[src/seedr_pkg.sv]
// seedr_pkg: shared types, constants and state codes of the seed text resolver
// no dependencies
`timescale 1ns / 1ps

package seedr_pkg;

  localparam int MAX_TEXT_LEN_DEF = 64;
  localparam int QUEUE_DEPTH      = 2;

  localparam logic [63:0] GOLDEN    = 64'h9E3779B97F4A7C15;
  localparam logic [63:0] MIX_A     = 64'hBF58476D1CE4E5B9;
  localparam logic [63:0] MIX_B     = 64'h94D049BB133111EB;
  localparam logic [63:0] FNV_BASE  = 64'hCBF29CE484222325;
  localparam logic [8:0]  FNV_LOW   = 9'h1B3;
  localparam logic [63:0] MAG_NEG_MAX = 64'h8000000000000000;

  localparam logic [7:0] CH_MINUS = 8'h2D;
  localparam logic [7:0] CH_SPACE = 8'h20;
  localparam logic [7:0] CH_TAB   = 8'h09;
  localparam logic [7:0] CH_CR    = 8'h0D;
  localparam logic [7:0] CH_LF    = 8'h0A;
  localparam logic [7:0] CH_ZERO  = 8'h30;
  localparam logic [7:0] CH_NINE  = 8'h39;

  localparam logic MODE_APPEND = 1'b0;
  localparam logic MODE_END    = 1'b1;

  localparam logic [1:0] SRC_CLOCK    = 2'd0;
  localparam logic [1:0] SRC_SIGNED   = 2'd1;
  localparam logic [1:0] SRC_UNSIGNED = 2'd2;
  localparam logic [1:0] SRC_HASH     = 2'd3;

  typedef struct packed {
    logic       minus;
    logic       digit;
    logic       blank;
    logic [7:0] ch;
  } text_word_t;

  typedef struct packed {
    logic        mode;
    text_word_t  word;
    logic [63:0] ticks;
  } item_t;

  typedef struct packed {
    logic  vld;
    item_t item;
  } queue_head_t;

  typedef enum logic [2:0] {
    ST_IDLE,
    ST_SCAN,
    ST_PARSE,
    ST_DECIDE,
    ST_MUL_A,
    ST_MUL_B,
    ST_OUT
  } back_state_t;

endpackage

[src/seedr_ram.sv]
// seedr_ram: generic single write, single read memory with registered read data
// no dependencies
`timescale 1ns / 1ps

module seedr_ram #(
  parameter int WIDTH = 8,
  parameter int DEPTH = 64
) (
  input  logic                                   clk,
  input  logic                                   we,
  input  logic [(DEPTH > 1 ? $clog2(DEPTH) : 1)-1:0] waddr,
  input  logic [WIDTH-1:0]                       wdata,
  input  logic [(DEPTH > 1 ? $clog2(DEPTH) : 1)-1:0] raddr,
  output logic [WIDTH-1:0]                       rdata
);

  logic [WIDTH-1:0] mem [DEPTH];
  logic [WIDTH-1:0] rdata_r;

  always_ff @(posedge clk) begin
    if (we) begin
      mem[waddr] <= wdata;
    end
    rdata_r <= mem[raddr];
  end

  assign rdata = rdata_r;

endmodule

[src/seedr_front.sv]
// seedr_front: accepts input items, classifies the text byte, queues items
// depends on seedr_pkg
`timescale 1ns / 1ps

module seedr_front (
  input  logic                  clk,
  input  logic                  rst_n,
  input  logic                  in_tvalid,
  output logic                  in_tready,
  input  logic [71:0]           in_tdata,
  input  logic [0:0]            in_tuser,
  input  logic                  pop,
  output seedr_pkg::queue_head_t head
);

  localparam int CW = $clog2(seedr_pkg::QUEUE_DEPTH + 1);
  localparam int PW = seedr_pkg::QUEUE_DEPTH > 1 ? $clog2(seedr_pkg::QUEUE_DEPTH) : 1;

  seedr_pkg::item_t slot_r [seedr_pkg::QUEUE_DEPTH];
  logic [PW-1:0] wp_r, wp_nxt, rp_r, rp_nxt;
  logic [CW-1:0] cnt_r, cnt_nxt;
  seedr_pkg::item_t new_item;
  logic [7:0] ch;
  logic push, take;

  assign ch = in_tdata[7:0];
  assign in_tready = cnt_r != CW'(seedr_pkg::QUEUE_DEPTH);
  assign push = in_tvalid && in_tready;
  assign take = pop && cnt_r != '0;

  always_comb begin
    new_item.mode       = in_tuser[0];
    new_item.word.ch    = ch;
    new_item.word.blank = ch == seedr_pkg::CH_SPACE || ch == seedr_pkg::CH_TAB ||
                          ch == seedr_pkg::CH_CR || ch == seedr_pkg::CH_LF;
    new_item.word.digit = ch >= seedr_pkg::CH_ZERO && ch <= seedr_pkg::CH_NINE;
    new_item.word.minus = ch == seedr_pkg::CH_MINUS;
    new_item.ticks      = in_tdata[71:8];
  end

  always_comb begin
    wp_nxt  = wp_r;
    rp_nxt  = rp_r;
    cnt_nxt = cnt_r;
    if (push) begin
      wp_nxt = (wp_r == PW'(seedr_pkg::QUEUE_DEPTH - 1)) ? '0 : wp_r + PW'(1);
    end
    if (take) begin
      rp_nxt = (rp_r == PW'(seedr_pkg::QUEUE_DEPTH - 1)) ? '0 : rp_r + PW'(1);
    end
    if (push && !take) begin
      cnt_nxt = cnt_r + CW'(1);
    end else if (take && !push) begin
      cnt_nxt = cnt_r - CW'(1);
    end
  end

  always_ff @(posedge clk) begin
    if (!rst_n) begin
      wp_r  <= '0;
      rp_r  <= '0;
      cnt_r <= '0;
    end else begin
      wp_r  <= wp_nxt;
      rp_r  <= rp_nxt;
      cnt_r <= cnt_nxt;
    end
    if (push) begin
      slot_r[wp_r] <= new_item;
    end
  end

  assign head.vld  = cnt_r != '0;
  assign head.item = slot_r[rp_r];

endmodule

[src/seedr_back.sv]
// seedr_back: text store, trimming, decimal parse, fnv-1a hash and mix finalizer
// depends on seedr_pkg and seedr_ram
`timescale 1ns / 1ps

module seedr_back #(
  parameter int MAX_TEXT_LEN = seedr_pkg::MAX_TEXT_LEN_DEF
) (
  input  logic                  clk,
  input  logic                  rst_n,
  input  seedr_pkg::queue_head_t head,
  output logic                  pop,
  output logic                  out_tvalid,
  input  logic                  out_tready,
  output logic [63:0]           out_tdata,
  output logic [2:0]            out_tuser
);

  localparam int LW = $clog2(MAX_TEXT_LEN + 1);
  localparam int AW = MAX_TEXT_LEN > 1 ? $clog2(MAX_TEXT_LEN) : 1;
  localparam int WW = $bits(seedr_pkg::text_word_t);

  function automatic logic [63:0] premix(input logic [63:0] v);
    logic [63:0] z;
    z = v + seedr_pkg::GOLDEN;
    return z ^ (z >> 30);
  endfunction

  seedr_pkg::back_state_t st_r, st_nxt;
  logic [LW-1:0] len_r, len_nxt, lo_r, lo_nxt, hi_r, hi_nxt, idx_r, idx_nxt;
  logic [LW-1:0] iss_idx_r, iss_idx_nxt;
  logic iss_r, iss_nxt, ovf_r, ovf_nxt, found_r, found_nxt;
  logic neg_r, neg_nxt, ok_r, ok_nxt, big_r, big_nxt, ndig_r, ndig_nxt;
  logic trunc_r, trunc_nxt;
  logic [63:0] mag_r, mag_nxt, h_r, h_nxt, mop_r, mop_nxt;
  logic [63:0] prod_r, prod_nxt, acc_r, acc_nxt, seed_r, seed_nxt;
  logic [1:0] mc_r, mc_nxt, src_r, src_nxt;
  logic ov_r, ov_nxt;
  logic [63:0] od_r, od_nxt;
  logic [2:0] ou_r, ou_nxt;

  logic we, rd_en;
  logic [WW-1:0] rdata;
  seedr_pkg::text_word_t w;
  logic [67:0] mag10;
  logic [63:0] hx, fin, mconst, mul_tmp;
  logic [72:0] hlow;
  logic [31:0] ma, mb;

  assign w = seedr_pkg::text_word_t'(rdata);

  seedr_ram #(.WIDTH(WW), .DEPTH(MAX_TEXT_LEN)) u_store (
    .clk   (clk),
    .we    (we),
    .waddr (len_r[AW-1:0]),
    .wdata (WW'(head.item.word)),
    .raddr (idx_r[AW-1:0]),
    .rdata (rdata)
  );

  always_comb begin
    mag10 = {1'b0, mag_r, 3'b000} + {3'b000, mag_r, 1'b0} + {64'd0, w.ch[3:0]};
    hx    = h_r ^ {56'd0, w.ch};
    hlow  = hx * seedr_pkg::FNV_LOW;
    mconst = (st_r == seedr_pkg::ST_MUL_B) ? seedr_pkg::MIX_B : seedr_pkg::MIX_A;
    fin   = acc_r + {prod_r[31:0], 32'd0};
    unique case (mc_r)
      2'd0:    begin ma = mop_r[31:0];  mb = mconst[31:0];  end
      2'd1:    begin ma = mop_r[31:0];  mb = mconst[63:32]; end
      default: begin ma = mop_r[63:32]; mb = mconst[31:0];  end
    endcase
    mul_tmp = ma * mb;
  end

  always_comb begin
    st_nxt = st_r;
    len_nxt = len_r; lo_nxt = lo_r; hi_nxt = hi_r; idx_nxt = idx_r;
    iss_nxt = 1'b0; iss_idx_nxt = idx_r;
    ovf_nxt = ovf_r; found_nxt = found_r; trunc_nxt = trunc_r;
    neg_nxt = neg_r; ok_nxt = ok_r; big_nxt = big_r; ndig_nxt = ndig_r;
    mag_nxt = mag_r; h_nxt = h_r; mop_nxt = mop_r;
    prod_nxt = prod_r; acc_nxt = acc_r; seed_nxt = seed_r;
    mc_nxt = mc_r; src_nxt = src_r;
    ov_nxt = ov_r && !out_tready; od_nxt = od_r; ou_nxt = ou_r;
    pop = 1'b0; we = 1'b0; rd_en = 1'b0;
    unique case (st_r)
      seedr_pkg::ST_IDLE: begin
        if (head.vld) begin
          pop = 1'b1;
          if (head.item.mode == seedr_pkg::MODE_APPEND) begin
            if (len_r < LW'(MAX_TEXT_LEN)) begin
              we = 1'b1;
              len_nxt = len_r + LW'(1);
            end else begin
              ovf_nxt = 1'b1;
            end
          end else begin
            mop_nxt = premix(head.item.ticks);
            trunc_nxt = ovf_r;
            idx_nxt = '0;
            found_nxt = 1'b0;
            st_nxt = seedr_pkg::ST_SCAN;
          end
        end
      end
      seedr_pkg::ST_SCAN: begin
        rd_en = idx_r < len_r;
        if (rd_en) idx_nxt = idx_r + LW'(1);
        iss_nxt = rd_en;
        if (iss_r && !w.blank) begin
          if (!found_r) begin
            found_nxt = 1'b1;
            lo_nxt = iss_idx_r;
          end
          hi_nxt = iss_idx_r + LW'(1);
        end
        if (!rd_en && !iss_r) begin
          mc_nxt = 2'd0;
          if (!found_r) begin
            src_nxt = seedr_pkg::SRC_CLOCK;
            st_nxt = seedr_pkg::ST_MUL_A;
          end else begin
            idx_nxt = lo_r;
            neg_nxt = 1'b0; ok_nxt = 1'b1; big_nxt = 1'b0; ndig_nxt = 1'b0;
            mag_nxt = '0;
            h_nxt = seedr_pkg::FNV_BASE;
            st_nxt = seedr_pkg::ST_PARSE;
          end
        end
      end
      seedr_pkg::ST_PARSE: begin
        rd_en = idx_r < hi_r;
        if (rd_en) idx_nxt = idx_r + LW'(1);
        iss_nxt = rd_en;
        if (iss_r) begin
          h_nxt = {hx[23:0], 40'd0} + hlow[63:0];
          if (iss_idx_r == lo_r && w.minus) begin
            neg_nxt = 1'b1;
          end else if (w.digit) begin
            ndig_nxt = 1'b1;
            mag_nxt = mag10[63:0];
            big_nxt = big_r || (|mag10[67:64]);
          end else begin
            ok_nxt = 1'b0;
          end
        end
        if (!rd_en && !iss_r) st_nxt = seedr_pkg::ST_DECIDE;
      end
      seedr_pkg::ST_DECIDE: begin
        mc_nxt = 2'd0;
        if (ok_r && ndig_r && !big_r && neg_r && mag_r <= seedr_pkg::MAG_NEG_MAX) begin
          seed_nxt = 64'd0 - mag_r;
          src_nxt = seedr_pkg::SRC_SIGNED;
          st_nxt = seedr_pkg::ST_OUT;
        end else if (ok_r && ndig_r && !big_r && !neg_r) begin
          seed_nxt = mag_r;
          src_nxt = mag_r[63] ? seedr_pkg::SRC_UNSIGNED : seedr_pkg::SRC_SIGNED;
          st_nxt = seedr_pkg::ST_OUT;
        end else begin
          mop_nxt = premix(h_r);
          src_nxt = seedr_pkg::SRC_HASH;
          st_nxt = seedr_pkg::ST_MUL_A;
        end
      end
      seedr_pkg::ST_MUL_A, seedr_pkg::ST_MUL_B: begin
        prod_nxt = mul_tmp;
        mc_nxt = mc_r + 2'd1;
        unique case (mc_r)
          2'd0: ;
          2'd1: acc_nxt = prod_r;
          2'd2: acc_nxt = fin;
          default: begin
            mc_nxt = 2'd0;
            if (st_r == seedr_pkg::ST_MUL_A) begin
              mop_nxt = fin ^ (fin >> 27);
              st_nxt = seedr_pkg::ST_MUL_B;
            end else begin
              seed_nxt = ((fin ^ (fin >> 31)) == 64'd0) ? seedr_pkg::GOLDEN
                                                        : (fin ^ (fin >> 31));
              st_nxt = seedr_pkg::ST_OUT;
            end
          end
        endcase
      end
      seedr_pkg::ST_OUT: begin
        if (!ov_r || out_tready) begin
          ov_nxt = 1'b1;
          od_nxt = seed_r;
          ou_nxt = {trunc_r, src_r};
          len_nxt = '0;
          ovf_nxt = 1'b0;
          st_nxt = seedr_pkg::ST_IDLE;
        end
      end
      default: st_nxt = seedr_pkg::ST_IDLE;
    endcase
  end

  always_ff @(posedge clk) begin
    if (!rst_n) begin
      st_r  <= seedr_pkg::ST_IDLE;
      len_r <= '0;
      ovf_r <= 1'b0;
      iss_r <= 1'b0;
      ov_r  <= 1'b0;
    end else begin
      st_r  <= st_nxt;
      len_r <= len_nxt;
      ovf_r <= ovf_nxt;
      iss_r <= iss_nxt;
      ov_r  <= ov_nxt;
    end
    lo_r <= lo_nxt; hi_r <= hi_nxt; idx_r <= idx_nxt; iss_idx_r <= iss_idx_nxt;
    found_r <= found_nxt; trunc_r <= trunc_nxt;
    neg_r <= neg_nxt; ok_r <= ok_nxt; big_r <= big_nxt; ndig_r <= ndig_nxt;
    mag_r <= mag_nxt; h_r <= h_nxt; mop_r <= mop_nxt;
    prod_r <= prod_nxt; acc_r <= acc_nxt; seed_r <= seed_nxt;
    mc_r <= mc_nxt; src_r <= src_nxt;
    od_r <= od_nxt; ou_r <= ou_nxt;
  end

  assign out_tvalid = ov_r;
  assign out_tdata  = od_r;
  assign out_tuser  = ou_r;

  a_len_bound: assert property (@(posedge clk) disable iff (!rst_n)
    len_r <= LW'(MAX_TEXT_LEN))
    else $error("text length past store size");

  a_hash_nonzero: assert property (@(posedge clk) disable iff (!rst_n)
    ov_r && (ou_r[1:0] == seedr_pkg::SRC_CLOCK || ou_r[1:0] == seedr_pkg::SRC_HASH)
    |-> od_r != 64'd0)
    else $error("zero seed on mixed path");

  a_no_read_idle: assert property (@(posedge clk) disable iff (!rst_n)
    st_r == seedr_pkg::ST_IDLE |-> !iss_r)
    else $error("store read pending while idle");

  a_len_cleared: assert property (@(posedge clk) disable iff (!rst_n)
    st_r == seedr_pkg::ST_OUT && st_nxt == seedr_pkg::ST_IDLE |=> len_r == '0 && !ovf_r)
    else $error("store not emptied after result");

endmodule

[src/seed_text_resolver.sv]
// seed_text_resolver: top level, joins the input front end and the resolving back end
// depends on seedr_pkg, seedr_front, seedr_back
`timescale 1ns / 1ps

// in channel: in_tuser[0] mode (0 append byte, 1 end text), in_tdata text byte and
//   clock ticks; end items produce one result, append items none
// out channel: out_tdata seed, out_tuser source and truncated flag
// a two-item queue sits between the front end and the back end, so input is taken
//   while the back end works or a result waits
// append items: one per cycle through the back end while it is idle
// end item: a store scan over the text, then a parse of the trimmed span (one
//   store read port, one byte a cycle); clock and hash sources then take the two
//   64-bit mix multiplies, each built from three 32x32 products on one multiplier
// result held in an output register until out_tready; the back end stalls in
//   its last state and the queue fills, then in_tready drops
// reset clears length, overflow flag, queue and output valid; store contents
//   need no clearing
module seed_text_resolver #(
  parameter int MAX_TEXT_LEN = seedr_pkg::MAX_TEXT_LEN_DEF
) (
  input  logic        clk,
  input  logic        rst_n,
  input  logic        in_tvalid,
  output logic        in_tready,
  input  logic [71:0] in_tdata,   // text_byte, clock_ticks
  input  logic [0:0]  in_tuser,   // mode
  output logic        out_tvalid,
  input  logic        out_tready,
  output logic [63:0] out_tdata,  // seed
  output logic [2:0]  out_tuser   // source, truncated
);

  seedr_pkg::queue_head_t head;
  logic pop;

  seedr_front u_front (
    .clk       (clk),
    .rst_n     (rst_n),
    .in_tvalid (in_tvalid),
    .in_tready (in_tready),
    .in_tdata  (in_tdata),
    .in_tuser  (in_tuser),
    .pop       (pop),
    .head      (head)
  );

  seedr_back #(.MAX_TEXT_LEN(MAX_TEXT_LEN)) u_back (
    .clk        (clk),
    .rst_n      (rst_n),
    .head       (head),
    .pop        (pop),
    .out_tvalid (out_tvalid),
    .out_tready (out_tready),
    .out_tdata  (out_tdata),
    .out_tuser  (out_tuser)
  );

endmodule
[config.mk]
export PLATFORM = sky130hd
export DESIGN_NAME = seed_text_resolver
export DESIGN_NICKNAME = d
export VERILOG_FILES = /design/src/seedr_pkg.sv /design/src/seedr_ram.sv /design/src/seedr_front.sv /design/src/seedr_back.sv /design/src/seed_text_resolver.sv
export SDC_FILE = /design/constraint.sdc
export NUM_CORES = 2
export LEC_CHECK = 0
export ABC_AREA = 1
export BUFFER_PORTS_ARGS = -buffer_cell sky130_fd_sc_hd__buf_2
export CORE_MARGIN = 1.5
export CORE_UTILIZATION = 50
export DETAILED_ROUTE_END_ITERATION = 12
export PLACE_DENSITY = 0.66
export SETUP_SLACK_MARGIN = 0.05
export SYNTH_ARGS = -nofsm -noshare
export SYNTH_HDL_FRONTEND = slang
export SYNTH_HIERARCHICAL = 1
export SYNTH_SLANG_ARGS = --single-unit
[constraint.sdc]
create_clock -name clk -period 19.2 [get_ports clk]
set_input_delay 4.8 -clock clk [delete_from_list [all_inputs] [get_ports clk]]
set_output_delay 4.8 -clock clk [all_outputs]
set_load 0.05 [all_outputs]
# == Yosys cells after proc, flatten, opt, wreduce, memory -nomap -nowiden ==
# Memories as Yosys holds them, arrays and structs flattened. A register that Yosys moved wholly into a read port is not among the register bits.
# Cells that the tools add are included.
# totals
ff_bits,506
latchBits,0
mem_bits_rw,856
rom_bits,0
out_inout_bits,69
n_memories,2
# mem_list
name,depth,word_bits,rd,rd_clocked_by_memory_dff,write_ports,line,rtl
u_back.u_store.mem,64,11,1,1,1,seedr_ram.sv:17,logic [WIDTH-1:0] mem [DEPTH];
u_front.slot_r,2,76,1,1,1,seedr_front.sv:19,seedr_pkg::item_t slot_r [seedr_pkg::QUEUE_DEPTH];
# classes
n_addsub,15
multipliers,2
n_div,0
order_cmp,6
n_eq_ne,38
shifts,0
muxes,106
bitwise_logic,6
n_reduce_logical,66
# op_table
op,n
64-bit two-way mux,19
64-bit case mux with 2 select lines,4
64-bit case mux with 3 select lines,1
64-bit adder,2
"64-bit adder, second input constant",2
64-bit by 34-bit XOR with 64-bit output,2
7-bit two-way mux,10
67-bit by 65-bit adder with 68-bit output,1
68-bit by 4-bit adder with 68-bit output,1
"64-bit less-or-equal comparator, second input constant",1
64-bit logical NOT,1
32-bit by 32-bit multiplier with 64-bit output,1
"64-bit by 9-bit multiplier with 64-bit output, second input constant",1
32-bit two-way mux,2
"1-bit by 64-bit subtractor with 64-bit output, first input constant",1
64-bit by 33-bit XOR with 64-bit output,1
64-bit by 37-bit XOR with 64-bit output,1
64-bit by 8-bit XOR with 64-bit output,1
62-bit two-way mux,1
1-bit two-way mux,38
"8-bit by 4-bit equality test with 1-bit output, second input constant",3
3-bit two-way mux,8
"2-bit inequality test, second input constant",12
2-bit two-way mux,11
other kinds (40),114

# == Longest topological paths before layout ==
# logic_depth
depth_word,8
ltp_mapped,43
mapped_depth_nobuf,41

# == Hierarchy ==
# The synthesis kept the hierarchy.
# modules_own_cells
mod,instances,cells_each,area_each_um2,seq_area_each_um2
seedr_back,1,9836,78854.4,14874.3
seedr_ram,1,2463,28882.7,21360.5
seedr_front,1,293,5969.5,4664.5

# == Least setup slack after synthesis ==
# Ideal clock, no wire load.
# synth_path
kind,register to register
start,reg u_back.st_r[2]
end,"reg u_back.prod_r[54], data pin"
setup_time_ns,0.252
arrival_time_ns,8.767
required_ns,18.948
slack_ns,10.180
stages_incl_launch_ff,39
path_cell_list,dfxtp_1 -> inv_1 -> nor2_1 -> inv_2 -> nor2_1 -> clkbuf_1 -> buf_1 -> ha_1 -> clkbuf_1 -> clkinv_1 -> clkbuf_1 -> clkbuf_1 -> nor2_1 -> fa_1 -> inv_1 -> fa_1 -> fa_1 -> fa_1 -> [... 3 more ...] -> fa_1 -> inv_1 -> fa_1 -> inv_1 -> ha_1 -> a21oi_1 -> a21boi_0 -> o21ai_0 -> a21oi_1 -> o21ai_0 -> nand3_1 -> nand2_1 -> a21oi_1 -> inv_1 -> nand2_1 -> nand2_1 -> nand2_1 -> nand2_1
# synth_via
elab_chain_len,4
# synth_lines
element,line,rtl
start: declaration,seedr_back.sv:28,"seedr_pkg::back_state_t st_r, st_nxt;"
start signal: assignment,seedr_back.sv:200,st_r <= seedr_pkg::ST_IDLE;
start signal: assignment,seedr_back.sv:206,st_r <= st_nxt;
3-bit equality test,seedr_back.sv:64,mconst = (st_r == seedr_pkg::ST_MUL_B) ? seedr_pkg::MIX_B : seedr_pkg::MIX_A;
62-bit two-way mux,seedr_back.sv:64,
32-bit two-way mux,seedr_back.sv:66,unique case (mc_r)
32-bit by 32-bit multiplier with 64-bit output,seedr_back.sv:71,mul_tmp = ma * mb;
net u_back.mul_tmp[54],seedr_back.sv:45,"logic [63:0] hx, fin, mconst, mul_tmp;"
end signal: assignment,seedr_back.sv:216,prod_r <= prod_nxt; acc_r <= acc_nxt; seed_r <= seed_nxt;
end: declaration,seedr_back.sv:35,"logic [63:0] prod_r, prod_nxt, acc_r, acc_nxt, seed_r, seed_nxt;"
# The timed path passes the listed nets, and every way through them passes these cells.
# A chain may end at the register's enable or synchronous reset.

# == Worst setup path after layout ==
# layout_path
start,reg u_back.mc_r[1]
end,"reg u_back.prod_r[48], data pin"
# layout_via
elab_chain_len,4
word_cells_on_any_way,6
# layout_lines
element,line,rtl
start: declaration,seedr_back.sv:36,"logic [1:0] mc_r, mc_nxt, src_r, src_nxt;"
start signal: assignment,seedr_back.sv:217,mc_r <= mc_nxt; src_r <= src_nxt;
2-bit by 1-bit equality test with 1-bit output / 2-bit logical NOT (equally long branches),seedr_back.sv:66,
2-bit OR reduction (no source line),n/a,
32-bit two-way mux,seedr_back.sv:66,
32-bit by 32-bit multiplier with 64-bit output *,seedr_back.sv:71,
net u_back.mul_tmp[48],seedr_back.sv:45,
# The timed path passes the listed nets; every way through them passes the cells marked *.

==> impl_metrics.csv <==
group,metric,value,unit
setup_path,cp_max_fo,44,
clock_tree,cts_tree,"done",
layout,syn2layout_area_growth,8.26,%
place,place.gp.congestion,1.04,
floorplan,coreArea,225000,sq um
place,portBuffers,145,
sta,worstMarginPinSlew,1330,ps
synth,ys_seq_area_share,36.0,%
global_route,grt_pass1_vias,90500,
routing,via_per_inst,5.75,
routing,wire_per_inst,27.3,um
setup_path,critPathMaxStageDelay,1060,ps
place,dp_hpwl,348,mm
sta,clock.fmax,88.2,MHz
clock_tree,postCtsSetupRepairBufs,0,
global_route,grt_overflow,0,
sta,slew_headroom,10.3,%
layout,drive_above_1_share,5.64,%
routing,dr.pass1.iters,7,
setup_path,worst_path_max_delay_cell,"o21ai_0",
floorplan,die_area,230000,sq um
synth,synth_ff_type,"edfxtp_1",
floorplan,rows,174,
setup_path,rr_worst_depth,31,
clock_tree,h-tree-depth,4,
floorplan,die_h,480,um
floorplan,io_pins,146,
global_route,grt_pass1_wl,625,mm
routing,route.detailed.drc,0,
synth,synth_cells,12600,
setup_path,critPathRequiredTime,19710,ps
layout,nets,14600,
min_path,hold_depth,0,
synth,syn_area_per_cell,9.03,sq um
routing,vias,91000,
floorplan,initial_utilization,50.5,%
global_route,grt_usage,37.6,%
setup_path,worstSetupPathType,"reg2reg",
sta,hold_violations,0,
setup_path,crit_arrival,11840,ps
clock_tree,cts_inserted_buffers,156,
sta,period_share,59.0,%
job,drv_cap,0,
clock_tree,ctsRootBufferMaster,"clkbuf_16",
global_route,grt_max_degree,134,
min_path,hold_path.class,"reg2reg",
setup_path,ff2ff_setup_slack,7870,ps
synth,syn-cell-area,114000,sq um
sta,rsz0062_at_grt,"no",
setup_path,crit_top_cell,"fa_1",
clock_tree,clkTransAtPathRegs,60,ps
routing,drtIter0Drc,10200,
sta,maxSlewViolCount,0,
clock_tree,postCtsHoldBufs,0,
setup_path,timing.rr.end,"u_back/prod_r[48]$_DFFE_PN_",
setup_path,cp-start-kind,"flop",
floorplan,fp.dieW,480,um
outcome,status,"complete, no violations",
routing,detail-route-antenna-nets,0,
synth,synth_nets,14500,
sta,skew,95.3,ps
clock_tree,clock_latency,870,ps
clock_tree,numClockSinks,1374,
min_path,whs_endpoint,"u_back/out_tdata[60]$_DFFE_PP_",
sta,fin_crit,11330,ps
clock_tree,cts_resized,0,
synth,synth-seq-cells,1374,
synth,yosys.cell_types.count,63,
synth,yosysWarningCount,6,
routing,drt-total-wl,432,mm
setup_path,worst_setup_path_end_kind,"flop",
sta,setup_violations,0,
synth,synth_edf_count,1338,
setup_path,crit-reg2reg-launch,"u_back/mc_r[1]$_SDFFCE_PN0P_",
clock_tree,cts_max_path_buffers,3,
sta,final.setup.tns,0,ps
min_path,hold_path.startpoint,"u_back/seed_r[60]$_DFFE_PP_",
synth,synthArstFlopShare,0,%
global_route,antenna_found_initial,28,
-- worst max-delay path: cells and delay by family, from the launching register on --
| family | cells | cell delay, ps |
|---|---|---|
| buffers and inverters | 9 | 2080 |
| flip-flops | 1 | 420 |
| XOR/XNOR | 1 | 200 |
| AO/OA/AOI/OAI | 4 | 2120 |
| AND/OR/NAND/NOR | 7 | 1610 |
| adder cells (fa/ha/maj) | 10 | 4560 |
-- flip-flops by register name, indices dropped and copies added, names as in the netlist, 2 cells and up, named ones only --
name and flops:
u_back/u_store/mem 704, u_front/slot_r 152, u_back/acc_r 64, u_back/h_r 64
u_back/mag_r 64, u_back/mop_r 64, u_back/out_tdata 64, u_back/prod_r 64
u_back/seed_r 64, u_back/u_store/rdata 11, u_back/hi_r 7, u_back/idx_r 7
u_back/iss_idx_r 7, u_back/len_r 7, u_back/lo_r 7, u_back/out_tuser 3
u_back/st_r 3, u_back/mc_r 2, u_back/src_r 2, u_front/cnt_r 2
-- worst max-delay path by stage --
stage	from	to	depth (start not counted)
final	u_back/mc_r[1]$_SDFFCE_PN0P_	u_back/prod_r[48]$_DFFE_PN_	31
after global routing	u_back/mc_r[1]$_SDFFCE_PN0P_	u_back/prod_r[62]$_DFFE_PN_	33
after CTS	u_back/mc_r[1]$_SDFFCE_PN0P_	u_back/prod_r[48]$_DFFE_PN_	31
after detailed placement	u_back/mc_r[1]$_SDFFCE_PN0P_	u_back/prod_r[48]$_DFFE_PN_	31
after global placement	u_back/mc_r[1]$_SDFFCE_PN0P_	u_back/prod_r[45]$_DFFE_PN_	28
after floorplan	u_back/st_r[2]$_SDFFE_PN0P_	u_back/prod_r[54]$_DFFE_PN_	38
-- cells in the final DEF, fill, tap and decap left out, types with 42 or more instances in the layout --
cell type,instances
a21oi_1,538
a31oi_1,42
buf_2,145
buf_4,121
clkbuf_16,156
edfxtp_1,1338
fa_1,1058
ha_1,761
inv_1,2312
nand2_1,2510
nand3_1,1043
nand4_1,79
nor2_1,1199
nor3_1,109
o21ai_0,447
or2_2,60
xnor2_1,74
xor2_1,168
-- cell families (layout without fill, tap and decap cells) --
group / after synthesis / in the layout / synth area share (%)
flip-flops: 1374 / 1374 / 36.0
adder cells (fa/ha/maj): 1819 / 1819 / 27.0
XOR/XNOR: 244 / 244 / 1.90
AND/OR/NAND/NOR: 5141 / 5141 / 19.0
multiplexers: 76 / 76 / 0.885
AO/OA/AOI/OAI: 1299 / 1299 / 6.34
buffers and inverters: 2639 / 2882 / 8.95
other: 0 / 13 / 0
-- Yosys cell counts, types with 18 or more instances --
| cell type | count | area (sq um) |
|---|---|---|
| edfxtp_1 | 1338 | 40200 |
| nor4_1 | 31 | 194 |
| o21bai_1 | 40 | 300 |
| o21a_1 | 29 | 218 |
| nand3b_1 | 32 | 240 |
| nand3_2 | 18 | 180 |
| a21oi_1 | 538 | 2690 |
| nor2_1 | 1210 | 4540 |
| o21ai_0 | 463 | 2320 |
| nand2_1 | 2510 | 9420 |
| mux2_4 | 40 | 601 |
| ha_1 | 761 | 9520 |
| mux2_2 | 36 | 405 |
| a21o_1 | 41 | 308 |
| or2_2 | 60 | 375 |
| buf_4 | 25 | 188 |
| nand2_2 | 21 | 131 |
| nor3_1 | 111 | 556 |
| nand4_1 | 79 | 494 |
| inv_1 | 2315 | 8690 |
| xor2_1 | 168 | 1470 |
| a31oi_1 | 42 | 263 |
| clkbuf_1 | 160 | 601 |
| dfxtp_1 | 36 | 721 |
| buf_2 | 98 | 490 |
| nand3_1 | 1043 | 5220 |
| fa_1 | 1058 | 21200 |
| xnor2_1 | 74 | 648 |
| o211ai_1 | 32 | 240 |
-- metal layers --
layer  share of wire [%]  track usage, %  vias up
met4                 5.3            16.9       18
met1                  42            52.4    44900
li1                    -               -    40900
met5               0.024           0.373        -
met2                  44            57.9     4424
met3                 8.4            6.02      763
-- metrics by stage --
stage	util, %	std cells	hold slack, ps	area (sq um)	worst slack (ps)
5_1_grt	54.6	15800	421	123000	7480
6_report	54.6	15800	413	123000	7870
3_3_place_gp	52.3	15500	401	118000	7840
2_1_floorplan	-	12600	400	114000	10180
4_1_cts	54.6	15800	416	123000	7900
3_5_place_dp	52.3	15500	405	118000	7960
-- final cells by class --
type                            instances  area (sq um)
Antenna cell                           13          32.5
Clock buffer                          189          4070
Clock inverter                         93          1190
Fill cell                           20600        102000
Inverter                             2334          8780
Multi-Input combinational cell       8579         62800
Sequential cell                      1374         40900
Tap cell                             2992          3740
Timing Repair Buffer                  266          1630
Power is left out: the tool's default activity adds up to more than one toggle a clock period on the data nets, which glitch-free logic cannot reach.
